**src/sv/obcd_pkg.sv**
```systemverilog
package obcd_pkg;

  localparam int unsigned MAX_WIDTH_DEF  = 1024;
  localparam int unsigned MAX_HEIGHT_DEF = 4096;

  localparam int unsigned THR_W      = 7;
  localparam int unsigned GW_W       = 11;
  localparam int unsigned GH_W       = 13;
  localparam int unsigned STRIDE_W   = 4;
  localparam int unsigned CFG_IDX_W  = 3;
  localparam int unsigned CFG_DATA_W = 13;
  localparam int unsigned VALUE_W    = 8;
  localparam int unsigned OUT_COL_W  = 10;
  localparam int unsigned OUT_ROW_W  = 12;

  localparam logic [THR_W-1:0]    OCC_THR_RST  = 7'd65;
  localparam logic [THR_W-1:0]    FREE_THR_RST = 7'd20;
  localparam logic [THR_W-1:0]    THR_CAP      = 7'd100;
  localparam logic [GW_W-1:0]     GW_RST       = 11'd1024;
  localparam logic [GH_W-1:0]     GH_RST       = 13'd1024;
  localparam logic [STRIDE_W-1:0] STRIDE_RST   = 4'd1;
  localparam logic [VALUE_W-1:0]  DRAIN_VALUE  = 8'hFF;

  // divisibility check by multiply with ceil(2^RECIP_SHIFT / stride)
  localparam int unsigned DIV_W       = 16;
  localparam int unsigned RECIP_SHIFT = 20;
  localparam int unsigned RECIP_W     = 21;
  localparam logic [RECIP_W-1:0] RECIP_TAB [16] = '{
    21'd1048576, 21'd1048576, 21'd524288, 21'd349526,
    21'd262144,  21'd209716,  21'd174763, 21'd149797,
    21'd131072,  21'd116509,  21'd104858, 21'd95326,
    21'd87382,   21'd80660,   21'd74899,  21'd69906
  };

  typedef enum logic [CFG_IDX_W-1:0] {
    CFG_OCC_THR       = 3'd0,
    CFG_FREE_THR      = 3'd1,
    CFG_BOUNDARY_ONLY = 3'd2,
    CFG_GRID_WIDTH    = 3'd3,
    CFG_GRID_HEIGHT   = 3'd4,
    CFG_SAMPLE_STRIDE = 3'd5
  } cfg_idx_e;

  typedef enum logic {
    KIND_CELL  = 1'b0,
    KIND_DRAIN = 1'b1
  } kind_e;

  typedef struct packed {
    logic [THR_W-1:0]    occ_thr;
    logic [THR_W-1:0]    free_thr;
    logic                boundary_only;
    logic [GW_W-1:0]     grid_width;
    logic [GH_W-1:0]     grid_height;
    logic [STRIDE_W-1:0] sample_stride;
  } cfg_t;

  typedef struct packed {
    logic [VALUE_W-1:0] upper;
    logic [VALUE_W-1:0] middle;
  } line_entry_t;

endpackage

```
**src/sv/obcd_cfg.sv**
```systemverilog
module obcd_cfg (
  input  logic                                clk_i,
  input  logic                                rst_ni,
  input  logic                                cfg_valid_i,
  output logic                                cfg_ready_o,
  input  logic [obcd_pkg::CFG_IDX_W-1:0]      cfg_index_i,
  input  logic [obcd_pkg::CFG_DATA_W-1:0]     cfg_data_i,
  output obcd_pkg::cfg_t                      cfg_o,
  output logic                                geo_wr_o
);

  obcd_pkg::cfg_t     cfg_q, cfg_d;
  obcd_pkg::cfg_idx_e idx;

  assign idx         = obcd_pkg::cfg_idx_e'(cfg_index_i);
  assign cfg_ready_o = 1'b1;
  assign cfg_o       = cfg_q;
  assign geo_wr_o    = cfg_valid_i && (idx == obcd_pkg::CFG_GRID_WIDTH ||
                                       idx == obcd_pkg::CFG_GRID_HEIGHT);

  always_comb begin
    cfg_d = cfg_q;
    if (cfg_valid_i) begin
      unique case (idx)
        obcd_pkg::CFG_OCC_THR:       cfg_d.occ_thr       = cfg_data_i[obcd_pkg::THR_W-1:0];
        obcd_pkg::CFG_FREE_THR:      cfg_d.free_thr      = cfg_data_i[obcd_pkg::THR_W-1:0];
        obcd_pkg::CFG_BOUNDARY_ONLY: cfg_d.boundary_only = cfg_data_i[0];
        obcd_pkg::CFG_GRID_WIDTH:    cfg_d.grid_width    = cfg_data_i[obcd_pkg::GW_W-1:0];
        obcd_pkg::CFG_GRID_HEIGHT:   cfg_d.grid_height   = cfg_data_i[obcd_pkg::GH_W-1:0];
        obcd_pkg::CFG_SAMPLE_STRIDE: cfg_d.sample_stride = cfg_data_i[obcd_pkg::STRIDE_W-1:0];
        default: ;
      endcase
    end
  end

  always_ff @(posedge clk_i or negedge rst_ni) begin
    if (!rst_ni) begin
      cfg_q.occ_thr       <= obcd_pkg::OCC_THR_RST;
      cfg_q.free_thr      <= obcd_pkg::FREE_THR_RST;
      cfg_q.boundary_only <= 1'b1;
      cfg_q.grid_width    <= obcd_pkg::GW_RST;
      cfg_q.grid_height   <= obcd_pkg::GH_RST;
      cfg_q.sample_stride <= obcd_pkg::STRIDE_RST;
    end else begin
      cfg_q <= cfg_d;
    end
  end

endmodule

```
**config.mk**
```make
export PLATFORM = sky130hd
export DESIGN_NAME = obcd_cfg
export DESIGN_NICKNAME = d
export VERILOG_FILES = /design/src/sv/obcd_pkg.sv /design/src/sv/obcd_cfg.sv
export SDC_FILE = /design/constraint.sdc
export NUM_CORES = 1
export LEC_CHECK = 0
export ABC_AREA = 0
export BUFFER_PORTS_ARGS = -buffer_cell sky130_fd_sc_hd__buf_2
export CAP_MARGIN = 20
export CORE_ASPECT_RATIO = 0.7
export CORE_MARGIN = 4
export CORE_UTILIZATION = 52
export DETAILED_ROUTE_END_ITERATION = 6
export PLACE_DENSITY = 0.83
export SETUP_SLACK_MARGIN = 0.5
export SLEW_MARGIN = 5
export SYNTH_ARGS = -nofsm -noshare
export SYNTH_HDL_FRONTEND = slang
export SYNTH_SLANG_ARGS = --single-unit
```
**constraint.sdc**
```tcl
create_clock -name clk_i -period 1.2 [get_ports clk_i]
set_input_delay 0.06 -clock clk_i [delete_from_list [all_inputs] [get_ports clk_i]]
set_output_delay 0.06 -clock clk_i [all_outputs]
set_load 0.005 [all_outputs]
```
==> results.yml <==
cells_and_area:
  largest_register_ffs: 43
  area_growth_syn_to_layout_pct: 50.4
  antennaDiodeCount: 0
  fin_cells: 227
  drive_gt1_frac: 0.783
  nFillCells: 182
  fin_nets: 207
timing:
  min_period_over_period: 0.852
  rsz0062_at_grt: "yes"
  finalHoldViolations: 1
  fin_tns_setup_ns: 0
  finalSetupViolCount: 0
  hold_slack_ns: -0.00423
  finalMaxSlewViolations: 0
  max_freq_mhz: 978
  finClkSkew_ns: 0
  min_period_ns: 1.02
worst_setup_path:
  worstSetupPathType: "flop to output pin"
  crit_chain: "buf_2"
  max_stage_delay_ns: 0.55
  cp-start-kind: "flop"
  r2r_start: "cfg_o[20]"
  cp-end-kind: "output pin"
  path_buf_inv: 1
  ff2ff_path_depth: 2
  r2r_slack_ns: 0.31
  critPathSlowestCell: "dfstp_2"
  critPathTopFamily: "flip-flops"
  path_max_fanout: 2
  r2r_end: "cfg_o[20]"
  crit_arrival_ns: 0.96
  required_ns: 1.14
logic_synthesis:
  yosys-top-cells-area: "dfrtp_1 (50%), mux2_2 (21%), dfstp_2 (12%)"
  synth_area_sq_um: 1750
  yosysSeqAreaShare: 0.619
  synthSimpleGateAreaFrac: 0.0563
  synth_adder_area_share: 0
  synth_nets: 120
  synth-compound-area-share: 0.00428
  yosysWarnings: 0
  ys_seq_elements: 43
  synth.area.mux_share: 0.297
  synthCells: 101
  synth-xor-area-share: 0
  yosysTopAreaCell: "dfrtp_1"
  synth_top_family_by_area: "multiplexers"
  synth_cell_types: 16
  avgSynthCellArea_sq_um: 17.4
  yosysTopAreaCellShare: 0.499
pwr:
  irDropWorstVdd_mv: 1.22
  combPwrFrac: 0.264
  internal_power_mw: 3.45
  power_switching_mw: 1.09
  p_sw_frac: 0.240
  power_frac_clock: 0.292
  leakage_nw: 1.33
  powerDensity_nw_per_um2: 1720
  pwr-share-seq: 0.444
floorplan:
  fp.dieW_um: 77.4
  initial_core_util: 0.550
  row_count: 17
  die_area_sq_um: 4380
  die_h_um: 56.6
  core-area_sq_um: 3190
  pin_count: 64
clock_network:
  cts_sinks: 43
  worstSkewPairLatency_ns: 0.29
  cts.reportedPaths.clkPinSlew_ns: 0.08
  cts_tree: "done"
  clockBufferDepth: 2
  numCtsBuffers: 5
  cts-root-buf: "clkbuf_8"
  htree_levels: 2
  hold_buffers: 1
min_path:
  hold_path_end: "cfg_o[15]"
  hp-class: "input pin to flop"
  min_from: "cfg_data_i[11]"
  whs_path_depth: 2
grt:
  grt_pass1_wl_um: 6600
  track_usage: 0.199
  grt-ovfl-total: 0
  grt_pass1_vias: 1275
  antenna_found_initial: 0
  grt_max_degree: 44
detailed_routing:
  first_pass_iters: 4
  initialDrtViolationCount: 64
  vias: 1189
  ant_nets: 0
  drt-vias-per-instance: 5.24
  wire_per_inst_um: 20.6
  totalWireLength_um: 4680
  drc: 0
placement:
  place.gp.congestion: 0.681
  dp.cells: 203
  dpl.hpwl_um: 2700
  port_buffers: 62
status:
  violations: "hold timing"
  status: "finished, violations left"
run:
  drv_cap: 0
==> through the flow <==
| step | power [mW] | hold slack, ns | area [sq um] | util | setup slack [ns] |
|---|---|---|---|---|---|
| 6_report | 4.54 | -0.00423 | 2640 | 0.827 | 0.178 |
| 5_1_grt | 4.75 | -0.0110 | 2640 | 0.827 | 0.151 |
| 4_1_cts | 4.39 | -0.0123 | 2500 | 0.783 | 0.177 |
| 3_5_place_dp | 2.96 | 0.0530 | 2220 | 0.696 | -0.0333 |
| 3_3_place_gp | 2.92 | 0.0442 | 2220 | 0.696 | -0.0108 |
| 2_1_floorplan | 2.47 | -0.236 | 1850 | - | 0.132 |
==> worst reg2reg max path, cell delays in order, from the launching register on <==
cell,delay (ns)
dfrtp_1,0.41
buf_6,0.13
mux2_4,0.24
==> Yosys cell counts, drive strengths merged <==
cell type	instances
mux2	43
dfrtp	35
dfstp	8
buf	5
and4bb	3
nand4b	2
a21boi	1
conb	1
nand3b	1
nor4b	1
or3b	1
==> final cells by class <==
cell class / count / area, sq um / share of cell area
clock inverters: 2 / 60.1 / 0.0228
flip-flops and latches: 43 / 1090 / 0.412
well taps: 38 / 47.5 / 0.0180
multi-input cells: 53 / 747 / 0.283
repair buffers: 85 / 626 / 0.237
clock buffers: 6 / 72.6 / 0.0275
==> worst max path at each step <==
stage	start	end	slack, ns	depth (start not counted)
final	cfg_o[31]	cfg_o[31]	0.18	1
after global routing	cfg_o[31]	cfg_o[31]	0.15	1
after CTS	cfg_o[33]	cfg_o[33]	0.18	1
after detailed placement	cfg_index_i[0]	cfg_o[4]	-0.03	3
after global placement	cfg_index_i[1]	cfg_o[5]	-0.01	3
after floorplan	cfg_index_i[0]	cfg_o[10]	0.13	4
==> placed cells by master, fill, tap and decap left out <==
cell type	instances
nand4b_1	2
a21boi_2	1
buf_12	4
mux2_2	4
conb_1	1
mux2_4	39
and4bb_4	1
nor4b_4	1
buf_8	1
buf_4	5
clkbuf_8	5
buf_6	18
nand3b_1	1
and4bb_2	2
buf_2	56
clkbuf_1	1
dfstp_2	8
dlygate4sd3_1	1
bufinv_16	2
or3b_4	1
dfrtp_1	35
==> power by group through the flow <==
stage | logic [mW] | registers, mW | clock network (mW)
after floorplan | 0.446 | 2.02 | 0
after global placement | 0.924 | 1.99 | 0
after detailed placement | 0.952 | 2.01 | 0
after CTS | 1.05 | 2.00 | 1.34
after global routing | 1.27 | 2.06 | 1.41
final | 1.20 | 2.02 | 1.33
==> per-layer routing <==
layer / vias up / track usage / wire length [um]
met5: - / 0 / 0
met4: 0 / 0.0660 / 72
met3: 10 / 0.0593 / 330
met2: 52 / 0.322 / 2360
met1: 595 / 0.255 / 1920
li1: 532 / - / -
==> logic make-up (layout without fill, tap and decap cells) <==
logic type             Yosys count  after routing
AO/OA/AOI/OAI                    1              1
other                            1              1
AND/OR/NAND/NOR                  8              8
multiplexers                    43             43
flip-flops                      43             43
buffers and inverters            5             93
==> repair_timing <==
item                                   in CTS  in global routing
endpoints found under the hold margin      46                  3
setup endpoints to repair                  87                 87
pin swaps                                   2                  4
setup buffers                               6                  9
resized for setup                          22                 18
Power figures use the tool's default switching activity.
