<file path="src/sv/obcd_pkg.sv">
package obcd_pkg;

  localparam int unsigned MAX_WIDTH_DEF  = 1024;
  localparam int unsigned MAX_HEIGHT_DEF = 4096;

  localparam int unsigned THR_W      = 7;
  localparam int unsigned GW_W       = 11;
  localparam int unsigned GH_W       = 13;
  localparam int unsigned STRIDE_W   = 4;
  localparam int unsigned CFG_IDX_W  = 3;
  localparam int unsigned CFG_DATA_W = 13;
  localparam int unsigned VALUE_W    = 8;
  localparam int unsigned OUT_COL_W  = 10;
  localparam int unsigned OUT_ROW_W  = 12;

  localparam logic [THR_W-1:0]    OCC_THR_RST  = 7'd65;
  localparam logic [THR_W-1:0]    FREE_THR_RST = 7'd20;
  localparam logic [THR_W-1:0]    THR_CAP      = 7'd100;
  localparam logic [GW_W-1:0]     GW_RST       = 11'd1024;
  localparam logic [GH_W-1:0]     GH_RST       = 13'd1024;
  localparam logic [STRIDE_W-1:0] STRIDE_RST   = 4'd1;
  localparam logic [VALUE_W-1:0]  DRAIN_VALUE  = 8'hFF;

  // divisibility check by multiply with ceil(2^RECIP_SHIFT / stride)
  localparam int unsigned DIV_W       = 16;
  localparam int unsigned RECIP_SHIFT = 20;
  localparam int unsigned RECIP_W     = 21;
  localparam logic [RECIP_W-1:0] RECIP_TAB [16] = '{
    21'd1048576, 21'd1048576, 21'd524288, 21'd349526,
    21'd262144,  21'd209716,  21'd174763, 21'd149797,
    21'd131072,  21'd116509,  21'd104858, 21'd95326,
    21'd87382,   21'd80660,   21'd74899,  21'd69906
  };

  typedef enum logic [CFG_IDX_W-1:0] {
    CFG_OCC_THR       = 3'd0,
    CFG_FREE_THR      = 3'd1,
    CFG_BOUNDARY_ONLY = 3'd2,
    CFG_GRID_WIDTH    = 3'd3,
    CFG_GRID_HEIGHT   = 3'd4,
    CFG_SAMPLE_STRIDE = 3'd5
  } cfg_idx_e;

  typedef enum logic {
    KIND_CELL  = 1'b0,
    KIND_DRAIN = 1'b1
  } kind_e;

  typedef struct packed {
    logic [THR_W-1:0]    occ_thr;
    logic [THR_W-1:0]    free_thr;
    logic                boundary_only;
    logic [GW_W-1:0]     grid_width;
    logic [GH_W-1:0]     grid_height;
    logic [STRIDE_W-1:0] sample_stride;
  } cfg_t;

  typedef struct packed {
    logic [VALUE_W-1:0] upper;
    logic [VALUE_W-1:0] middle;
  } line_entry_t;

endpackage

</file>
<file path="src/sv/obcd_out_skid.sv">
module obcd_out_skid (
  input  logic                             clk_i,
  input  logic                             rst_ni,
  input  logic                             hit_valid_i,
  input  logic [obcd_pkg::OUT_COL_W-1:0]   hit_col_i,
  input  logic [obcd_pkg::OUT_ROW_W-1:0]   hit_row_i,
  output logic                             en_o,
  output logic                             out_valid_o,
  input  logic                             out_stall_i,
  output logic [obcd_pkg::OUT_COL_W-1:0]   out_cell_column_o,
  output logic [obcd_pkg::OUT_ROW_W-1:0]   out_cell_row_o
);

  logic                           out_valid_q, out_valid_d;
  logic                           skid_valid_q, skid_valid_d;
  logic [obcd_pkg::OUT_COL_W-1:0] out_col_q, out_col_d, skid_col_q, skid_col_d;
  logic [obcd_pkg::OUT_ROW_W-1:0] out_row_q, out_row_d, skid_row_q, skid_row_d;
  logic                           take;

  assign take = out_valid_q && !out_stall_i;
  assign en_o = !skid_valid_q;

  always_comb begin
    out_valid_d  = out_valid_q;
    skid_valid_d = skid_valid_q;
    out_col_d    = out_col_q;
    out_row_d    = out_row_q;
    skid_col_d   = skid_col_q;
    skid_row_d   = skid_row_q;
    if (skid_valid_q) begin
      if (take) begin
        out_col_d    = skid_col_q;
        out_row_d    = skid_row_q;
        skid_valid_d = 1'b0;
      end
    end else begin
      if (take) begin
        out_valid_d = 1'b0;
      end
      if (hit_valid_i) begin
        if (!out_valid_q || take) begin
          out_valid_d = 1'b1;
          out_col_d   = hit_col_i;
          out_row_d   = hit_row_i;
        end else begin
          skid_valid_d = 1'b1;
          skid_col_d   = hit_col_i;
          skid_row_d   = hit_row_i;
        end
      end
    end
  end

  always_ff @(posedge clk_i or negedge rst_ni) begin
    if (!rst_ni) begin
      out_valid_q  <= 1'b0;
      skid_valid_q <= 1'b0;
    end else begin
      out_valid_q  <= out_valid_d;
      skid_valid_q <= skid_valid_d;
    end
  end

  always_ff @(posedge clk_i) begin
    out_col_q  <= out_col_d;
    out_row_q  <= out_row_d;
    skid_col_q <= skid_col_d;
    skid_row_q <= skid_row_d;
  end

  assign out_valid_o       = out_valid_q;
  assign out_cell_column_o = out_col_q;
  assign out_cell_row_o    = out_row_q;

endmodule

</file>
<file path="config.mk">
export PLATFORM = sky130hd
export DESIGN_NAME = obcd_out_skid
export DESIGN_NICKNAME = d
export VERILOG_FILES = /design/src/sv/obcd_pkg.sv /design/src/sv/obcd_out_skid.sv
export SDC_FILE = /design/constraint.sdc
export NUM_CORES = 1
export LEC_CHECK = 0
export ABC_CLOCK_PERIOD_IN_PS = 4270
export BUFFER_PORTS_ARGS = -buffer_cell sky130_fd_sc_hd__buf_4
export CORE_MARGIN = 2
export CORE_UTILIZATION = 50
export DETAILED_ROUTE_END_ITERATION = 7
export PLACE_DENSITY = 0.85
export SKIP_LAST_GASP = 1
export SLEW_MARGIN = 40
export SYNTH_ARGS = -nofsm -noshare
export SYNTH_HDL_FRONTEND = slang
export SYNTH_SLANG_ARGS = --single-unit
</file>
<file path="constraint.sdc">
create_clock -name clk_i -period 4.27 [get_ports clk_i]
set_clock_uncertainty 0.2 [all_clocks]
set_input_delay 0.2135 -clock clk_i [delete_from_list [all_inputs] [get_ports clk_i]]
set_output_delay 0.2135 -clock clk_i [all_outputs]
set_load 0.005 [all_outputs]
</file>
==> flow_metrics.py, run 1 <==
metrics = {
    "pwr": {
        "vdd_drop_max_v": 0.000370,
        "total_leakage_power_nw": 0.999,
        "power_density_nw_per_um2": 545,
    },
    "logic_synthesis": {
        "synth_area_um2": 1780,
        "ys_top_cells_by_area": "edfxtp_1 (74%), mux2_4 (14%), mux2_2 (3.8%)",
        "synth_warnings": 0,
        "synth_fp_nets": 108,
        "synth_cells": 82,
        "synth-main-ff-cell": "edfxtp_1",
        "synthArstFlopShare": 0.0435,
        "synth-seq-cells": 46,
        "ys_types": 14,
        "ys_seq_area_frac": 0.772,
        "synth_edf_count": 44,
        "synth_top_area_share": 0.744,
        "synth_largest_area_cell": "edfxtp_1",
        "postSynthAreaPerCell_um2": 21.7,
    },
    "place": {
        "port-buffer-count": 49,
        "place_congestion": 0.661,
        "dp_cells": 175,
    },
    "worst_setup_path": {
        "worst_r2r_endpoint": "out_cell_row_o[11]",
        "critPathKind": "reg2reg",
        "endpoint": "out_cell_row_o[11]",
        "path_cells": "nand2b_1 -> a21boi_4",
        "cp_slowest_cell": "a21boi_4",
        "reg2reg_from": "skid_valid_q",
        "cp.arrival_ps": 1710,
        "cp_slowest_stage_delay_ps": 650,
        "r2r_cells": 2,
        "worstPathRequired_ps": 4070,
        "crit_fanout": 22,
        "reg2reg_slack_ps": 2360,
        "cp-end-kind": "flop",
        "cp-startpoint": "skid_valid_q",
        "setup.worst_path.start_class": "flop",
    },
    "finish": {
        "areaGrowthSynthToFinish_pct": 40.3,
        "antenna_cells": 0,
        "multi_input_area_um2": 370,
        "drive_above_1_share": 0.491,
        "final_cell_mix": "buf_4 (50), edfxtp_1 (44), dlygate4sd3_1 (26)",
        "mostFrequentLayoutCell": "buf_4",
        "final_nets": 188,
        "instances_no_fill": 209,
        "fill_cells": 218,
        "regArea_um2": 1370,
    },
    "clock_tree": {
        "cts.sinks": 46,
        "clockBufferDepth": 2,
        "cts_root_buf": "clkbuf_4",
        "clkSlewWorstSetupHoldPaths_ps": 120,
        "cts_tree": "yes",
        "post-cts-setup-buffers": 0,
        "cts_buffers": 5,
        "htree_num_levels": 2,
        "clk_latency_ps": 360,
        "cts.repair.resized": 0,
    },
    "floorplan": {
        "start_util": 0.528,
        "rows": 21,
        "die_w_um": 63.6,
        "die_area_um2": 4050,
        "boundaryPins": 50,
        "core_um2": 3360,
        "die_h_um": 63.6,
    },
    "timing": {
        "period_share": 0.448,
        "slew_headroom": 0.499,
        "tightest_slew_ps": 750,
        "max_freq_ghz": 0.523,
        "finalSetupTns_ps": 0,
        "drv_slew": 0,
        "rsz0062_at_grt": "no",
        "final-hold-violation-count": 0,
        "finalSetupViolCount": 0,
        "fin_crit_ps": 1910,
    },
    "route": {
        "via_per_inst": 4.76,
        "routed_wl_um": 3140,
        "wl_per_cell_um": 15.0,
        "ant_nets": 0,
        "route.detailed.drc": 0,
        "first_pass_iters": 4,
        "dr.first_iter.drc_count": 16,
        "route.vias.total": 995,
    },
    "job": {
        "max_cap_viol_count": 0,
    },
    "grt": {
        "grt_max_degree": 24,
        "grt.overflow.total": 0,
        "grt_pass1_vias": 1055,
        "grt_pass1_wl_um": 5150,
        "grt_use_total": 0.178,
        "antenna_found_initial": 0,
    },
    "status": {
        "outcome": "finished, final reports clean",
    },
    "worst_hold_path": {
        "holdCritPathClass": "in2reg",
    },
}
cells by family after synthesis:
| group | share of synthesized area |
|---|---|
| AO/OA/AOI/OAI | 0.0127 |
| flip-flops | 0.772 |
| buffers and inverters | 0.0303 |
| multiplexers | 0.173 |
| AND/OR/NAND/NOR | 0.0120 |
worst max-delay path, delay by kind of cell, from the launching register on:
kind            cells  cell delay (ps)
flops               1              440
compound gates      1              650
simple gates        1              260
area by class of cell:
type                       count  share of cell area
clock buffer                   6              0.0166
clock inverter                 2             0.00351
inverter                       2             0.00301
multi-input combinational     31               0.149
sequential                    46               0.550
tap                           46              0.0231
timing repair buffer          76               0.255
flip-flops by register name, summed over array words and instances, names as in the netlist:
name	cells
out_valid_o	1
skid_valid_q	1
out_cell_row_o	12
skid_col_q	10
skid_row_q	12
out_cell_column_o	10
Yosys cell counts (2+ instances only):
| library cell | instances |
|---|---|
| edfxtp_1 | 44 |
| inv_1 | 2 |
| nand2_1 | 3 |
| dfrtp_1 | 2 |
| a21oi_1 | 2 |
| mux2_2 | 6 |
| mux2_4 | 16 |
through the flow:
step / power [mW] / setup slack (ps) / hold slack, ps / utilization / cell area [um2]
4_1_cts: 1.36 / 2330 / 12.0 / 0.741 / 2490
3_5_place_dp: 1.15 / 2360 / -202 / 0.649 / 2180
2_1_floorplan: 0.979 / 1320 / -282 / - / 1780
5_1_grt: 1.43 / 2240 / 35.3 / 0.741 / 2490
3_3_place_gp: 1.12 / 2180 / -205 / 0.645 / 2170
6_report: 1.36 / 2360 / 34.2 / 0.741 / 2490
power breakdown:
| group | switching [mW] | internal [mW] | total, mW |
|---|---|---|---|
| registers | 0.0424 | 0.657 | 0.700 |
| clock network | 0.131 | 0.0621 | 0.193 |
| logic | 0.196 | 0.268 | 0.464 |
metal layers:
metal	global-route usage	vias to the layer above	wire length (um)
li1	-	475	-
met1	0.204	470	1290
met2	0.304	45	1600
met3	0.0643	5	207
met4	0.0652	0	44
met5	0	-	0
worst min path at each step:
stage / startpoint / end / slack (ps) / cells past startpoint
after floorplan: rst_ni / out_valid_o / -280 / 0
after global placement: rst_ni / skid_valid_q / -200 / 1
after detailed placement: rst_ni / out_valid_o / -200 / 1
after CTS: hit_valid_i / out_valid_o / 10 / 3
after global routing: hit_valid_i / out_valid_o / 40 / 3
final: hit_valid_i / out_valid_o / 30 / 3
what timing repair did:
item | CTS | global route
hold buffers | 26 | 0
setup endpoints to repair | 0 | 0
hold endpoints to repair | 48 | 0
Power figures use the tool's default switching activity.
==> inputs of run 2 (changes only) <==
--- a/config.mk
+++ b/config.mk
@@ -5,7 +5,7 @@
 export SDC_FILE = /design/constraint.sdc
 export NUM_CORES = 1
 export LEC_CHECK = 0
-export ABC_CLOCK_PERIOD_IN_PS = 4270
+export ABC_CLOCK_PERIOD_IN_PS = 1900
 export BUFFER_PORTS_ARGS = -buffer_cell sky130_fd_sc_hd__buf_4
 export CORE_MARGIN = 2
 export CORE_UTILIZATION = 50
==> constraint.sdc (replaced) <==
create_clock -name clk_i -period 1.9 [get_ports clk_i]
set_clock_uncertainty 0.2 [all_clocks]
set_input_delay 0.095 -clock clk_i [delete_from_list [all_inputs] [get_ports clk_i]]
set_output_delay 0.095 -clock clk_i [all_outputs]
set_load 0.005 [all_outputs]
==> run 2 against run 1 <==
Net effect: hold slack gained 230 ps; die area is the same; critical endpoint is now out_valid_o; total power grew to 2.5 times the previous value; combinational power rose by 140%.
==> flow_metrics.py, run 2 (same netlist as run 1, synthesis figures left out) <==
metrics = {
    "status": {
        "outcome": "finished, final reports clean",
    },
    "pwr": {
        "seq_power_share": 0.459,
        "netSwitchingFraction": 0.249,
        "vdd_drop_max_v": 0.000755,
        "p_sw_uw": 849,
        "internal-power_mw": 2.56,
        "power_density_nw_per_um2": 1300,
        "p_comb_frac": 0.332,
        "total_leakage_power_nw": 1.06,
        "power_mw": 3.41,
        "p_clk_frac": 0.208,
    },
    "floorplan": {
        "die_h_um": 63.6,
        "die_area_um2": 4050,
        "boundaryPins": 50,
        "core_um2": 3360,
        "die_w_um": 63.6,
        "start_util": 0.528,
        "rows": 21,
    },
    "place": {
        "placed_area_um2": 2240,
        "dp_cells": 179,
        "port-buffer-count": 49,
        "dp_slack_ps": 241,
        "detailed_place_hpwl_um": 2120,
        "place_congestion": 0.651,
    },
    "timing": {
        "tightest_slew_ps": 285,
        "slew_headroom": 0.809,
        "rsz0062_at_grt": "no",
        "drv_slew": 0,
        "finalSetupViolCount": 0,
        "finalSetupTns_ps": 0,
        "max_freq_ghz": 0.575,
        "hold-worst-slack_ps": 261,
        "period_share": 0.916,
        "fin_crit_ps": 1740,
        "setup_slack_ps": 159,
        "final-hold-violation-count": 0,
    },
    "finish": {
        "drive_above_1_share": 0.512,
        "final_nets": 193,
        "mostFrequentLayoutCell": "buf_4",
        "stdcell_area_um2": 2610,
        "areaGrowthSynthToFinish_pct": 47.1,
        "fill_cells": 208,
        "final_cell_mix": "buf_4 (52), edfxtp_1 (44), dlygate4sd3_1 (27)",
        "instances_no_fill": 214,
        "antenna_cells": 0,
        "final_core_util": 0.777,
    },
    "grt": {
        "grt.overflow.total": 0,
        "grt_max_degree": 18,
        "grt_pass1_vias": 1078,
        "grt_pass1_wl_um": 5150,
        "grt_use_total": 0.173,
        "antenna_found_initial": 0,
    },
    "clock_tree": {
        "clkSlewWorstSetupHoldPaths_ps": 130,
        "clockBufferDepth": 2,
        "cts_buffers": 5,
        "cts_tree": "yes",
        "clk_latency_ps": 350,
        "post-cts-setup-buffers": 0,
        "hold_buffers": 27,
        "cts.repair.resized": 0,
        "cts.sinks": 46,
        "htree_num_levels": 2,
        "cts_root_buf": "clkbuf_4",
    },
    "worst_setup_path": {
        "path_cells": "buf_4 -> o21ai_0 -> nand2_1 -> dlygate4sd3_1",
        "critPathKind": "reg2reg",
        "cp-end-kind": "flop",
        "cp_slowest_cell": "dlygate4sd3_1",
        "cp_slowest_stage_delay_ps": 570,
        "worstPathRequired_ps": 1950,
        "cp.arrival_ps": 1790,
        "crit_fanout": 12,
        "setup.worst_path.start_class": "flop",
    },
    "route": {
        "wl_per_cell_um": 14.4,
        "routed_wl_um": 3090,
        "ant_nets": 0,
        "route.detailed.drc": 0,
        "first_pass_iters": 4,
        "via_per_inst": 4.71,
        "route.vias.total": 1009,
        "dr.first_iter.drc_count": 31,
    },
    "worst_hold_path": {
        "holdCritPathClass": "in2reg",
    },
    "job": {
        "max_cap_viol_count": 0,
    },
}
[run 2: cell count changes in the layout (fill, tap and decap cells not counted), sizes merged]
cell	before	now
buf	50	54
bufinv	0	2
clkbuf	6	5
clkinv	2	1
dlygate4sd3	26	27
[run 2: layout make-up]
type / count / area [um2] / share of cell area
Clock buffer: 5 / 37.5 / 0.0144
Sequential cell: 46 / 1370 / 0.525
Timing Repair Buffer: 81 / 701 / 0.268
Clock inverter: 3 / 68.8 / 0.0263
Tap cell: 46 / 57.6 / 0.0220
Inverter: 2 / 7.51 / 0.00287
Multi-Input combinational cell: 31 / 370 / 0.142
[run 2: power groups by stage]
| stage | combinational (mW) | sequential (mW) | clock (mW) |
|---|---|---|---|
| 2_1_floorplan | 0.625 | 1.60 | 0 |
| 6_report | 1.13 | 1.57 | 0.710 |
| 3_3_place_gp | 1.05 | 1.58 | 0 |
| 4_1_cts | 1.14 | 1.57 | 0.735 |
| 5_1_grt | 1.22 | 1.59 | 0.767 |
| 3_5_place_dp | 1.08 | 1.59 | 0 |
[run 2: final timing paths]
path,to,slack (ps),cells past startpoint,from
worst max-delay path,out_valid_o,160,4,skid_valid_q
min in group asynchronous,out_valid_o,380,3,rst_ni
worst min register to register,out_cell_row_o[2],360,1,skid_row_q[2]
worst min-delay path,skid_row_q[0],260,2,hit_row_i[0]
worst max register to register,out_valid_o,160,4,skid_valid_q
max in group asynchronous,skid_valid_q,990,3,rst_ni
[run 2: critical path, delay by kind of cell, from the launching register on]
kind                   cells  cell delay (ps)
buffers and inverters      2              780
DFF                        1              430
AOI/OAI and AO/OA          1              170
and+or+nand+nor            1               70
[run 2: layer usage]
layer,global-route usage,part of all wire,up-vias
met2,0.308,0.52,46
li1,-,-,487
met4,0.0571,0.0097,0
met3,0.0589,0.069,3
met1,0.194,0.40,473
met5,0,0,-
