$ cat src/sv/obcd_pkg.sv
package obcd_pkg;

  localparam int unsigned MAX_WIDTH_DEF  = 1024;
  localparam int unsigned MAX_HEIGHT_DEF = 4096;

  localparam int unsigned THR_W      = 7;
  localparam int unsigned GW_W       = 11;
  localparam int unsigned GH_W       = 13;
  localparam int unsigned STRIDE_W   = 4;
  localparam int unsigned CFG_IDX_W  = 3;
  localparam int unsigned CFG_DATA_W = 13;
  localparam int unsigned VALUE_W    = 8;
  localparam int unsigned OUT_COL_W  = 10;
  localparam int unsigned OUT_ROW_W  = 12;

  localparam logic [THR_W-1:0]    OCC_THR_RST  = 7'd65;
  localparam logic [THR_W-1:0]    FREE_THR_RST = 7'd20;
  localparam logic [THR_W-1:0]    THR_CAP      = 7'd100;
  localparam logic [GW_W-1:0]     GW_RST       = 11'd1024;
  localparam logic [GH_W-1:0]     GH_RST       = 13'd1024;
  localparam logic [STRIDE_W-1:0] STRIDE_RST   = 4'd1;
  localparam logic [VALUE_W-1:0]  DRAIN_VALUE  = 8'hFF;

  // divisibility check by multiply with ceil(2^RECIP_SHIFT / stride)
  localparam int unsigned DIV_W       = 16;
  localparam int unsigned RECIP_SHIFT = 20;
  localparam int unsigned RECIP_W     = 21;
  localparam logic [RECIP_W-1:0] RECIP_TAB [16] = '{
    21'd1048576, 21'd1048576, 21'd524288, 21'd349526,
    21'd262144,  21'd209716,  21'd174763, 21'd149797,
    21'd131072,  21'd116509,  21'd104858, 21'd95326,
    21'd87382,   21'd80660,   21'd74899,  21'd69906
  };

  typedef enum logic [CFG_IDX_W-1:0] {
    CFG_OCC_THR       = 3'd0,
    CFG_FREE_THR      = 3'd1,
    CFG_BOUNDARY_ONLY = 3'd2,
    CFG_GRID_WIDTH    = 3'd3,
    CFG_GRID_HEIGHT   = 3'd4,
    CFG_SAMPLE_STRIDE = 3'd5
  } cfg_idx_e;

  typedef enum logic {
    KIND_CELL  = 1'b0,
    KIND_DRAIN = 1'b1
  } kind_e;

  typedef struct packed {
    logic [THR_W-1:0]    occ_thr;
    logic [THR_W-1:0]    free_thr;
    logic                boundary_only;
    logic [GW_W-1:0]     grid_width;
    logic [GH_W-1:0]     grid_height;
    logic [STRIDE_W-1:0] sample_stride;
  } cfg_t;

  typedef struct packed {
    logic [VALUE_W-1:0] upper;
    logic [VALUE_W-1:0] middle;
  } line_entry_t;

endpackage

$ cat src/sv/obcd_window.sv
module obcd_window #(
  parameter int unsigned MAX_WIDTH  = obcd_pkg::MAX_WIDTH_DEF,
  parameter int unsigned MAX_HEIGHT = obcd_pkg::MAX_HEIGHT_DEF,
  localparam int unsigned CW  = $clog2(MAX_WIDTH),
  localparam int unsigned RW  = $clog2(MAX_HEIGHT + 2),
  localparam int unsigned WW  = ($clog2(MAX_WIDTH + 1) > obcd_pkg::GW_W) ?
                                $clog2(MAX_WIDTH + 1) : obcd_pkg::GW_W,
  localparam int unsigned HW  = ($clog2(MAX_HEIGHT + 1) > obcd_pkg::GH_W) ?
                                $clog2(MAX_HEIGHT + 1) : obcd_pkg::GH_W
) (
  input  logic                               clk_i,
  input  logic                               rst_ni,
  input  logic                               en_i,
  input  logic                               act_i,
  input  logic [CW-1:0]                      col_i,
  input  logic [RW-1:0]                      row_i,
  input  logic [obcd_pkg::VALUE_W-1:0]       value_i,
  input  logic [WW-1:0]                      w_eff_i,
  input  logic [HW-1:0]                      h_eff_i,
  input  obcd_pkg::cfg_t                     cfg_i,
  input  obcd_pkg::line_entry_t              ent_i,
  output logic                               wr_en_o,
  output logic [CW-1:0]                      wr_addr_o,
  output obcd_pkg::line_entry_t              wr_data_o,
  output logic                               det_valid_o,
  output logic [obcd_pkg::DIV_W-1:0]         det_row_o,
  output logic [obcd_pkg::DIV_W-1:0]         det_col_o
);

  localparam int unsigned RHW = (RW > HW) ? RW : HW;
  localparam int unsigned VW  = obcd_pkg::VALUE_W;
  localparam int unsigned TW  = obcd_pkg::THR_W;

  function automatic logic is_free(input logic [VW-1:0] v, input logic [TW-1:0] thr);
    is_free = !v[VW-1] && (v[VW-2:0] <= thr);
  endfunction

  logic          s1_valid_q;
  logic [CW-1:0] s1_col_q;
  logic [RW-1:0] s1_row_q;
  logic [VW-1:0] s1_value_q;
  logic [VW-1:0] win_q [3][3];

  logic [VW-1:0] lft_v [3];
  logic [VW-1:0] ctr_v [3];
  logic [VW-1:0] rgt_v [3];
  logic [TW-1:0] occ_cap;
  logic [TW-1:0] free_cap;
  logic          is_a;
  logic          is_b;
  logic [RW-1:0] cr;
  logic [CW-1:0] cc;
  logic          in_grid;
  logic          top_out;
  logic          bot_out;
  logic          lft_out;
  logic          rgt_out;
  logic          occupied;
  logic          boundary;
  logic          cand;

  logic                       det_valid_q;
  logic [obcd_pkg::DIV_W-1:0] det_row_q;
  logic [obcd_pkg::DIV_W-1:0] det_col_q;

  assign occ_cap  = (cfg_i.occ_thr > obcd_pkg::THR_CAP) ? obcd_pkg::THR_CAP : cfg_i.occ_thr;
  assign free_cap = (cfg_i.free_thr > obcd_pkg::THR_CAP) ? obcd_pkg::THR_CAP : cfg_i.free_thr;

  // left and center columns come from the held window, right column is the new one
  always_comb begin
    for (int r = 0; r < 3; r++) begin
      lft_v[r] = win_q[r][1];
      ctr_v[r] = win_q[r][2];
    end
    rgt_v[0] = ent_i.upper;
    rgt_v[1] = ent_i.middle;
    rgt_v[2] = s1_value_q;
  end

  // end-of-row cell is decided at the next row's first column
  assign is_a = (s1_col_q == '0) && (s1_row_q >= RW'(2));
  assign is_b = (s1_col_q != '0) && (s1_row_q >= RW'(1));
  assign cr   = is_a ? s1_row_q - RW'(2) : s1_row_q - RW'(1);
  assign cc   = is_a ? CW'(w_eff_i - WW'(1)) : s1_col_q - CW'(1);

  assign in_grid = RHW'(cr) < RHW'(h_eff_i);
  assign top_out = (cr == '0);
  assign bot_out = (RHW'(cr) + RHW'(1)) >= RHW'(h_eff_i);
  assign lft_out = (cc == '0);
  assign rgt_out = (WW'(cc) + WW'(1)) >= w_eff_i;

  assign occupied = !ctr_v[1][VW-1] && (ctr_v[1][VW-2:0] >= occ_cap);

  assign boundary = top_out || bot_out || lft_out || rgt_out ||
                    is_free(lft_v[0], free_cap) || is_free(ctr_v[0], free_cap) ||
                    is_free(rgt_v[0], free_cap) || is_free(lft_v[1], free_cap) ||
                    is_free(rgt_v[1], free_cap) || is_free(lft_v[2], free_cap) ||
                    is_free(ctr_v[2], free_cap) || is_free(rgt_v[2], free_cap);

  assign cand = s1_valid_q && (is_a || is_b) && in_grid && occupied &&
                (!cfg_i.boundary_only || boundary);

  assign wr_en_o          = en_i && s1_valid_q;
  assign wr_addr_o        = s1_col_q;
  assign wr_data_o.upper  = ent_i.middle;
  assign wr_data_o.middle = s1_value_q;

  always_ff @(posedge clk_i or negedge rst_ni) begin
    if (!rst_ni) begin
      s1_valid_q  <= 1'b0;
      det_valid_q <= 1'b0;
      for (int r = 0; r < 3; r++) begin
        for (int c = 0; c < 3; c++) begin
          win_q[r][c] <= '0;
        end
      end
    end else if (en_i) begin
      s1_valid_q  <= act_i;
      det_valid_q <= cand;
      if (s1_valid_q) begin
        for (int r = 0; r < 3; r++) begin
          win_q[r][0] <= win_q[r][1];
          win_q[r][1] <= win_q[r][2];
          win_q[r][2] <= rgt_v[r];
        end
      end
    end
  end

  always_ff @(posedge clk_i) begin
    if (en_i) begin
      if (act_i) begin
        s1_col_q   <= col_i;
        s1_row_q   <= row_i;
        s1_value_q <= value_i;
      end
      det_row_q <= obcd_pkg::DIV_W'(cr);
      det_col_q <= obcd_pkg::DIV_W'(cc);
    end
  end

  assign det_valid_o = det_valid_q;
  assign det_row_o   = det_row_q;
  assign det_col_o   = det_col_q;

endmodule

$ cat config.mk
export PLATFORM = sky130hd
export DESIGN_NAME = obcd_window
export DESIGN_NICKNAME = d
export VERILOG_FILES = /design/src/sv/obcd_pkg.sv /design/src/sv/obcd_window.sv
export SDC_FILE = /design/constraint.sdc
export NUM_CORES = 1
export LEC_CHECK = 0
export ABC_AREA = 0
export BUFFER_PORTS_ARGS = -buffer_cell sky130_fd_sc_hd__buf_2
export CAP_MARGIN = 10
export CELL_PAD_IN_SITES_DETAIL_PLACEMENT = 0
export CELL_PAD_IN_SITES_GLOBAL_PLACEMENT = 1
export CORE_MARGIN = 5
export CORE_UTILIZATION = 42
export CTS_BUF_LIST = sky130_fd_sc_hd__clkbuf_16
export CTS_CLUSTER_DIAMETER = 50
export DETAILED_ROUTE_END_ITERATION = 6
export GPL_TIMING_DRIVEN = 0
export MAX_ROUTING_LAYER = met4
export PLACE_DENSITY_LB_ADDON = 0.12
export SYNTH_ARGS = -nofsm -noshare
export SYNTH_HDL_FRONTEND = slang
export SYNTH_SLANG_ARGS = --single-unit
export TNS_END_PERCENT = 50
$ cat constraint.sdc
create_clock -name clk_i -period 7.9 [get_ports clk_i]
set_input_delay 0.79 -clock clk_i [delete_from_list [all_inputs] [get_ports clk_i]]
set_output_delay 0.79 -clock clk_i [all_outputs]
set_load 0.01 [all_outputs]
==> flow_summary.ini, run 1 <==
[status]
status = finished clean

[floorplan]
die_w_um = 143.1
die_area_mm2 = 0.02047
ioPinCount = 178
row_count = 48
initial_core_util_pct = 42.86
die_h_um = 143.1
core_mm2 = 0.01736

[cells_and_area]
area_growth_syn_to_layout_pct = 18.10
layout_commonest_cell = buf_2
drive_gt1_share_pct = 26.02
final_cell_mix = buf_2, ha_1, inv_1, edfxtp_1, dfrtp_1
diodes = 0
multi_input_area_mm2 = 0.004141
regArea_mm2 = 0.002873
fillCellCount = 1619
finalNetCount = 1103

[synthesis]
ys_ff_latch = 104
syn-cell-area_mm2 = 0.007438
synthAdderAreaFrac_pct = 18.50
synth_warnings = 0
ys_types = 66
synthXorXnorAreaFrac_pct = 3.667
synth-simple-area-share_pct = 14.95
avgSynthCellArea_um2 = 10.42
ys_async_sr_fraction_pct = 48.08
synth_top_family_by_area = adder cells
ys_seq_area_share_pct = 38.62
syn_inst = 714
synth_compound_area_share_pct = 12.06
synth_edf_count = 54
yosys_most_used_dff = edfxtp_1
synth_mux_area_share_pct = 6.039

[power]
vdd_ir_drop_max_uv = 107.2
pwr-share-comb_pct = 28.1
power.share.switching_pct = 30.94
p_int_w = 0.001123
clkPwrFrac_pct = 27.5
powerDensity_mw_per_mm2 = 185.0
p_switching_w = 0.0005029
leakagePower_nw = 4.063
p_seq_share_pct = 44.4

[placement]
gp_congestion = 0.9005
dpl.hpwl_um = 15600
portBuffers = 140

[route]
antenna_left = 0
drt-initial-drc-count = 285
viasPerCell = 5.348
dr.pass1.iters = 4
vias = 5910
finalWirelength_um = 18920
drc = 0
routedWlPerCell_um = 17.12

[timing]
fin_tns_setup_ns = 0
timing.hold.ws_ns = 0.3254
final.min_clock_period_ns = 6.755
clock.fmax_ghz = 0.1480
setup_viol = 0
min_period_over_period_pct = 85.51
grt_setup_unrepaired = no
slew-limit-headroom_pct = 48.02
skew_ns = 0.006442
final_hold_viol_count = 0
slew_viol_final = 0
tightest_slew_ns = 0.7781

[cts]
cts_tree = done
ctsHoldBuffers = 0
cts.sinks = 104
htree_num_levels = 3
cts_made_buffers = 9
root_buffer = clkbuf_16
post_cts_resized = 0
clock_latency_ns = 0.35
cts.path.max_buffers = 2
cts_setup_buffers = 0
clk_pin_slew_worst_paths_ns = 0.07

[min_path]
min_path_type = input port to asynchronous set/reset pin

[global_routing]
overflow = 0
grt_max_degree = 51
grt_pass1_wl_um = 31030
antenna_found_initial = 0
gr-usage-all-layers_pct = 19.59
grt_pass1_vias = 6112

[worst_setup_path]
cp_max_fo = 10
critPathCaptureType = flop
required_ns = 8.13
cp.arrival_ns = 6.98
path_class = flop to flop
startpoint_type = flop

[run]
max_cap_viol_count = 0
## sequential cells by signal, indices dropped and copies added, names as in the netlist
register,count
ctr_v,24
lft_v,24
det_row_o,13
s1_row_q,13
det_col_o,10
wr_addr_o,10
s1_value_q,8
det_valid_o,1
s1_valid_q,1
## power groups by stage
| stage | clock, W | combinational [W] | sequential (W) |
|---|---|---|---|
| floorplan | 0 | 0.000310 | 0.000720 |
| global placement | 0 | 0.000438 | 0.000731 |
| detailed placement | 0 | 0.000456 | 0.000733 |
| CTS | 0.000459 | 0.000460 | 0.000722 |
| global route | 0.000480 | 0.000525 | 0.000732 |
| finish | 0.000447 | 0.000457 | 0.000722 |
## layout make-up
cell class / instances / area share [%]
buffer: 30 / 2.222
clock buffer: 9 / 2.564
clock inverter: 7 / 0.6979
inverter: 69 / 2.948
multi-input combinational: 519 / 47.14
sequential: 104 / 32.70
tap: 225 / 3.205
timing repair buffer: 142 / 8.517
## routing by layer
layer / part of all wire, % / GRT usage [%] / vias up
met5: 0 / - / -
met4: 2.7 / 6.503 / 0
met3: 4.7 / 3.784 / 34
met2: 49 / 32.12 / 130
met1: 44 / 24.38 / 2815
li1: - / - / 2931
## synthesized netlist by cell type, drive strengths merged, types with 14 or more instances
master / instances / area share, %
nand4: 20 / 1.9
mux2: 39 / 5.9
nor2b: 17 / 1.4
nor3: 20 / 1.4
dfrtp: 50 / 17
nand2: 36 / 1.8
xnor2: 25 / 3.2
nor2: 27 / 1.4
nand3: 24 / 1.6
ha: 110 / 19
o21a: 16 / 1.6
a21oi: 22 / 1.5
buf: 24 / 2.3
inv: 69 / 3.5
edfxtp: 54 / 22
a21o: 18 / 1.8
nor4: 14 / 1.9
o21ai: 39 / 2.6
## kinds of logic (layout without fill, tap and decap cells)
logic type	after synthesis	after routing
other	1	9
buffers and inverters	99	257
XOR/XNOR	29	29
adder cells (fa/ha/maj)	110	110
multiplexers	40	40
AO/OA/AOI/OAI	137	137
AND/OR/NAND/NOR	194	194
flip-flops	104	104
## stage by stage
stage | cells | util (%) | power [W] | cell area (um2) | worst slack (ns)
2_1_floorplan | 722 | - | 0.001030 | 7468 | 2.326
3_3_place_gp | 1087 | 48.69 | 0.001169 | 8451 | 1.303
3_5_place_dp | 1088 | 48.85 | 0.001190 | 8478 | 1.200
4_1_cts | 1104 | 50.50 | 0.001641 | 8765 | 1.175
5_1_grt | 1105 | 50.61 | 0.001737 | 8785 | 0.6127
6_report | 1105 | 50.61 | 0.001626 | 8785 | 1.145
## path summary, 6_finish.rpt
path                                       startpoint                 endpoint  slack (ns)  cells after the start
worst min-delay path                           rst_ni    ctr_v[11]$_DFFE_PN0P_        0.33                      1
worst min register to register   ctr_v[8]$_DFFE_PN0P_     ctr_v[8]$_DFFE_PN0P_        0.49                      2
min in group clk_i               ctr_v[8]$_DFFE_PN0P_     ctr_v[8]$_DFFE_PN0P_        0.49                      2
worst max-delay path            s1_row_q[2]$_DFFE_PP_  det_valid_o$_DFFE_PN0P_        1.14                     25
worst max register to register  s1_row_q[2]$_DFFE_PP_  det_valid_o$_DFFE_PN0P_        1.14                     25
max in group asynchronous                      rst_ni     lft_v[4]$_DFFE_PN0P_        7.08                      2
## worst max-delay path: stages (launching register included)
cell and delay (ns):
edfxtp_1 0.48, inv_1 0.20, ha_1 0.27, nor3b_2 0.38, and4_1 0.30, buf_4 0.20, nor2_1 0.07, buf_4 0.19
a21oi_1 0.45, ha_1 0.32, nand2_1 0.13, a311o_1 0.42, or4_1 0.49, and3_1 0.19, buf_6 0.13, nand2b_4 0.15
nor4_2 0.23, and3_1 0.25, ha_1 0.28, a221oi_1 0.31, nand3_1 0.16, nor4_1 0.24, nand3_1 0.10, nor4_1 0.37
and4b_1 0.25, a31oi_1 0.07
Power figures use the tool's default switching activity.
==> inputs of run 2 (changes only) <==
--- a/config.mk
+++ b/config.mk
@@ -18,6 +18,7 @@
 export GPL_TIMING_DRIVEN = 0
 export MAX_ROUTING_LAYER = met4
 export PLACE_DENSITY_LB_ADDON = 0.12
+export RECOVER_POWER = 50
 export SYNTH_ARGS = -nofsm -noshare
 export SYNTH_HDL_FRONTEND = slang
 export SYNTH_SLANG_ARGS = --single-unit
==> run 2 against run 1 <==
  * The run now ends with max-capacitance violations, max-slew violations left
  * Flip-flop and latch count unchanged
  * Setup slack better by 0.026 ns
  * Clock-buffer cell count unchanged
  * Sequential power about the same
  * Die area unchanged
  * Sequential share of layout area up 0.18 points
  * Largest cell class unchanged
  * Register-to-register slack better by 0.03 ns
  * Routed wire length about the same
  * Final cell count unchanged
  * Clock power about the same
  * First-iteration DRC count down 14%
==> flow_summary.ini, run 2 (synthesis results as in run 1) <==
[status]
status = finished, violations left
violations = max-capacitance violations, max-slew violations

[cts]
cts_made_buffers = 9
post_cts_resized = 0
cts.path.max_buffers = 2
cts_setup_buffers = 0
clock_latency_ns = 0.35
clk_pin_slew_worst_paths_ns = 0.07
root_buffer = clkbuf_16
htree_num_levels = 3
cts.sinks = 104
cts_tree = done
ctsHoldBuffers = 0

[cells_and_area]
finalNetCount = 1103
multi_input_area_mm2 = 0.004141
drive_gt1_share_pct = 22.95
diodes = 0
fin_area_mm2 = 0.008736
area_growth_syn_to_layout_pct = 17.44
regArea_mm2 = 0.002873
final_cell_mix = buf_2, ha_1, inv_1, edfxtp_1, dfrtp_1
fillCellCount = 1630
layout_commonest_cell = buf_2

[worst_setup_path]
endpoint = det_valid_o$_DFFE_PN0P_
timing.reg2reg.setup_slack_ns = 1.17
critPathLaunch = s1_row_q[2]$_DFFE_PP_
path_class = flop to flop
cp.arrival_ns = 6.96
critPathCaptureType = flop
critPathTopFamily = simple AND/OR/NAND/NOR gates
cpMostUsedCell = ha_1
required_ns = 8.13
r2r_cells = 25
r2r-start = s1_row_q[2]$_DFFE_PP_
cp_max_fo = 10
startpoint_type = flop
r2r-end = det_valid_o$_DFFE_PN0P_
worstSetupPathDepth = 25
max_stage_delay_ns = 0.49
critPathSlowestCell = or4_1
crit_buf_inv = 4

[global_routing]
grt_pass1_wl_um = 31030
grt_pass1_vias = 6112
antenna_found_initial = 0
grt_max_degree = 51
overflow = 0
gr-usage-all-layers_pct = 19.59

[placement]
dpl_cell_area_mm2 = 0.008478
portBuffers = 140
dp_slack_ns = 1.200
gp_congestion = 0.9005
dpl.hpwl_um = 15600

[route]
viasPerCell = 5.338
antenna_left = 0
finalWirelength_um = 18900
dr.pass1.iters = 4
routedWlPerCell_um = 17.11
vias = 5899
drc = 0
drt-initial-drc-count = 245

[floorplan]
die_area_mm2 = 0.02047
die_h_um = 143.1
die_w_um = 143.1
initial_core_util_pct = 42.86
row_count = 48
ioPinCount = 178
core_mm2 = 0.01736

[timing]
slew-limit-headroom_pct = -43.48
final.min_clock_period_ns = 6.729
min_period_over_period_pct = 85.18
clock.fmax_ghz = 0.1486
setup_viol = 0
slew_viol_final = 40
fin_tns_setup_ns = 0
skew_ns = 0.004451
grt_setup_unrepaired = no
fin_ws_ns = 1.171
final_hold_viol_count = 0
tightest_slew_ns = 2.152

[power]
leakagePower_nw = 3.982
powerDensity_mw_per_mm2 = 185.7
vdd_ir_drop_max_uv = 107.5

[min_path]
min_path_type = input port to asynchronous set/reset pin

[run]
max_cap_viol_count = 1
## run 2: changes by cell type in the layout (fill, tap and decap cells not counted), sizes merged
cell,before,now
clkbuf,15,42
buf,166,139
## run 2: power by group
part,switching (W),internal [W]
registers,0.0000618,0.000660
clock network,0.000204,0.000243
logic,0.000237,0.000216
## run 2: worst min-delay path by stage
stage,startpoint,endpoint,slack (ns),cells after the start
2_1_floorplan,ctr_v[0]$_DFFE_PN0P_,ctr_v[0]$_DFFE_PN0P_,0.45,2
3_3_place_gp,ctr_v[0]$_DFFE_PN0P_,ctr_v[0]$_DFFE_PN0P_,0.46,2
3_5_place_dp,ctr_v[8]$_DFFE_PN0P_,ctr_v[8]$_DFFE_PN0P_,0.47,2
4_1_cts,ctr_v[8]$_DFFE_PN0P_,ctr_v[8]$_DFFE_PN0P_,0.49,2
5_1_grt,rst_ni,ctr_v[11]$_DFFE_PN0P_,0.48,1
6_report,rst_ni,ctr_v[12]$_DFFE_PN0P_,0.43,1
## run 2: layout make-up
type / count / area share, %
plain buffers: 30 / 2.234
flip-flops and latches: 104 / 32.88
clock inverters: 7 / 0.7018
multi-input cells: 519 / 47.41
well taps: 225 / 3.223
inverters: 69 / 2.965
repair buffers: 142 / 8.006
clock buffers: 9 / 2.578
## run 2: metrics by stage
stage | util [%] | hold slack [ns] | instances | total power, W
floorplan | - | 0.4498 | 722 | 0.001030
global placement | 48.69 | 0.4624 | 1087 | 0.001169
detailed placement | 48.85 | 0.4748 | 1088 | 0.001190
CTS | 50.50 | 0.4908 | 1104 | 0.001641
global route | 50.33 | 0.4822 | 1105 | 0.001734
finish | 50.33 | 0.4332 | 1105 | 0.001622
## run 2: routing by layer
layer	track usage (%)	vias to the layer above	routed length [um]
met5	-	-	0
met4	6.503	0	507
met3	3.784	35	844
met2	32.12	122	9161
met1	24.38	2810	8390
li1	-	2932	-
==> inputs of run 3 (changes only) <==
--- a/config.mk
+++ b/config.mk
@@ -17,7 +17,7 @@
 export DETAILED_ROUTE_END_ITERATION = 6
 export GPL_TIMING_DRIVEN = 0
 export MAX_ROUTING_LAYER = met4
-export PLACE_DENSITY_LB_ADDON = 0.12
+export PLACE_DENSITY = 0.93
 export RECOVER_POWER = 50
 export SYNTH_ARGS = -nofsm -noshare
 export SYNTH_HDL_FRONTEND = slang
==> constraint.sdc (replaced) <==
create_clock -name clk_i -period 7.9 [get_ports clk_i]
set_input_delay 1.185 -clock clk_i [delete_from_list [all_inputs] [get_ports clk_i]]
set_output_delay 1.185 -clock clk_i [all_outputs]
set_load 0.01 [all_outputs]
==> run 3 against run 2 <==
  * Power is 0.11% lower
  * Die area is the same
  * Final cell count unchanged
  * Maximum frequency increased by 2.9%
  * Global-route usage fell by 0.83 points
  * Clock skew increased by 0.011 ns
  * Largest power group unchanged
  * Non-clock buffer count unchanged
  * Combinational power hardly changed
  * Clock power about the same
  * Critical endpoint unchanged
  * Design area hardly changed
  * First-iteration DRC count up 13%
  * The flow still finishes with violations (max-capacitance violations, max-slew violations)
==> flow_summary.ini, run 3 (synthesis results as in run 1) <==
[floorplan]
initial_core_util_pct = 42.86
die_area_mm2 = 0.02047
die_w_um = 143.1
row_count = 48
die_h_um = 143.1
ioPinCount = 178
core_mm2 = 0.01736

[status]
violations = max-capacitance violations, max-slew violations
status = finished, violations left

[route]
dr.pass1.iters = 5
viasPerCell = 5.343
routedWlPerCell_um = 16.67
finalWirelength_um = 18420
vias = 5904
drc = 0
antenna_left = 0
drt-initial-drc-count = 278

[worst_setup_path]
r2r-end = det_valid_o$_DFFE_PN0P_
critPathSlowestCell = or4_1
required_ns = 8.15
cpMostUsedCell = ha_1
r2r_cells = 25
timing.reg2reg.setup_slack_ns = 1.36
cp.arrival_ns = 6.79
critPathCaptureType = flop
critPathLaunch = s1_row_q[2]$_DFFE_PP_
cp_max_fo = 10
startpoint_type = flop
path_class = flop to flop
r2r-start = s1_row_q[2]$_DFFE_PP_
endpoint = det_valid_o$_DFFE_PN0P_
max_stage_delay_ns = 0.47

[timing]
skew_ns = 0.01531
setup_viol = 0
slew_viol_final = 70
slew-limit-headroom_pct = -51.31
grt_setup_unrepaired = no
fin_tns_setup_ns = 0
clock.fmax_ghz = 0.1529
final_hold_viol_count = 0
final.min_clock_period_ns = 6.541
tightest_slew_ns = 2.270
min_period_over_period_pct = 82.79

[min_path]
min_path_type = flop to flop

[run]
max_cap_viol_count = 2

[cts]
cts.path.max_buffers = 2
cts_made_buffers = 9
root_buffer = clkbuf_16
cts_setup_buffers = 0
ctsHoldBuffers = 0
post_cts_resized = 0
clock_latency_ns = 0.36
clk_pin_slew_worst_paths_ns = 0.08
cts.sinks = 104
htree_num_levels = 3
cts_tree = done

[placement]
dpl_cell_area_mm2 = 0.008478
dpl.hpwl_um = 14990
gp_congestion = 0.8838
portBuffers = 140

[global_routing]
grt_pass1_vias = 6012
grt_max_degree = 51
overflow = 0
gr-usage-all-layers_pct = 18.76
antenna_found_initial = 0
grt_pass1_wl_um = 29490

[cells_and_area]
area_growth_syn_to_layout_pct = 17.48
final_cell_mix = buf_2, ha_1, inv_1, edfxtp_1, dfrtp_1
drive_gt1_share_pct = 23.18
fillCellCount = 1613
fin_area_mm2 = 0.008738
diodes = 0
finalNetCount = 1103
layout_commonest_cell = buf_2

[power]
vdd_ir_drop_max_uv = 153.1
leakagePower_nw = 3.986
powerDensity_mw_per_mm2 = 185.4
==> run 3: cell count changes in the layout (fill, tap and decap cells not counted) <==
cell,change
bufinv_16,-1
clkbuf_16,+1
clkinv_1,-2
inv_2,+1
inv_4,-1
inv_6,+2
==> run 3: cell type report <==
| class | count | area, um2 | area share (%) |
|---|---|---|---|
| clock inverter | 6 | 38.79 | 0.4439 |
| multi-input combinational | 519 | 4141 | 47.39 |
| tap | 225 | 281.5 | 3.222 |
| inverter | 69 | 259.0 | 2.964 |
| clock buffer | 10 | 250.2 | 2.864 |
| sequential | 104 | 2873 | 32.88 |
| buffer | 30 | 195.2 | 2.234 |
| timing repair buffer | 142 | 699.4 | 8.004 |
==> run 3: worst max-delay path: cells and delay by family, from the launching register on <==
family | cells | cell delay, ns
fa+ha+maj | 3 | 0.85
flops | 1 | 0.45
compound gates | 4 | 1.23
simple gates | 14 | 3.18
buf+inv | 4 | 0.73
==> run 3: power breakdown <==
group / total [W] / internal, W / leakage [nW] / switching, W
combinational: 0.000451 / 0.000216 / 2.72 / 0.000235
sequential: 0.000723 / 0.000660 / 1.12 / 0.0000628
clock: 0.000446 / 0.000234 / 0.146 / 0.000212
total: 0.00162 / 0.00111 / 3.99 / 0.000510
==> run 3: worst min-delay path by stage <==
stage                     cells past startpoint                    end  slack [ns]                   from
final                                         2  ctr_v[16]$_DFFE_PN0P_        0.48  ctr_v[16]$_DFFE_PN0P_
after global routing                          2   lft_v[0]$_DFFE_PN0P_        0.51   lft_v[0]$_DFFE_PN0P_
after CTS                                     2  ctr_v[16]$_DFFE_PN0P_        0.49  ctr_v[16]$_DFFE_PN0P_
after detailed placement                      2  ctr_v[16]$_DFFE_PN0P_        0.47  ctr_v[16]$_DFFE_PN0P_
after global placement                        2   ctr_v[8]$_DFFE_PN0P_        0.46   ctr_v[8]$_DFFE_PN0P_
after floorplan                               2   ctr_v[0]$_DFFE_PN0P_        0.45   ctr_v[0]$_DFFE_PN0P_
==> run 3: stage by stage <==
stage          hold slack [ns]  instances  utilization, %  total power [W]  setup WS [ns]
2_1_floorplan           0.4498        722               -         0.001030          2.326
3_3_place_gp            0.4610       1087           48.69         0.001162          1.411
3_5_place_dp            0.4709       1088           48.85         0.001185          1.377
4_1_cts                 0.4867       1104           50.51         0.001636          1.378
5_1_grt                 0.5075       1105           50.35         0.001726         0.7442
6_report                0.4802       1105           50.35         0.001620          1.359
==> run 3: per-layer routing <==
| layer | routed length (um) | global-route usage, % | up-vias |
|---|---|---|---|
| met1 | 7769 | 22.42 | 2801 |
| met3 | 868 | 3.349 | 22 |
| met4 | 289 | 4.052 | 0 |
| met5 | 0 | - | - |
| met2 | 9494 | 33.11 | 159 |
| li1 | - | - | 2922 |
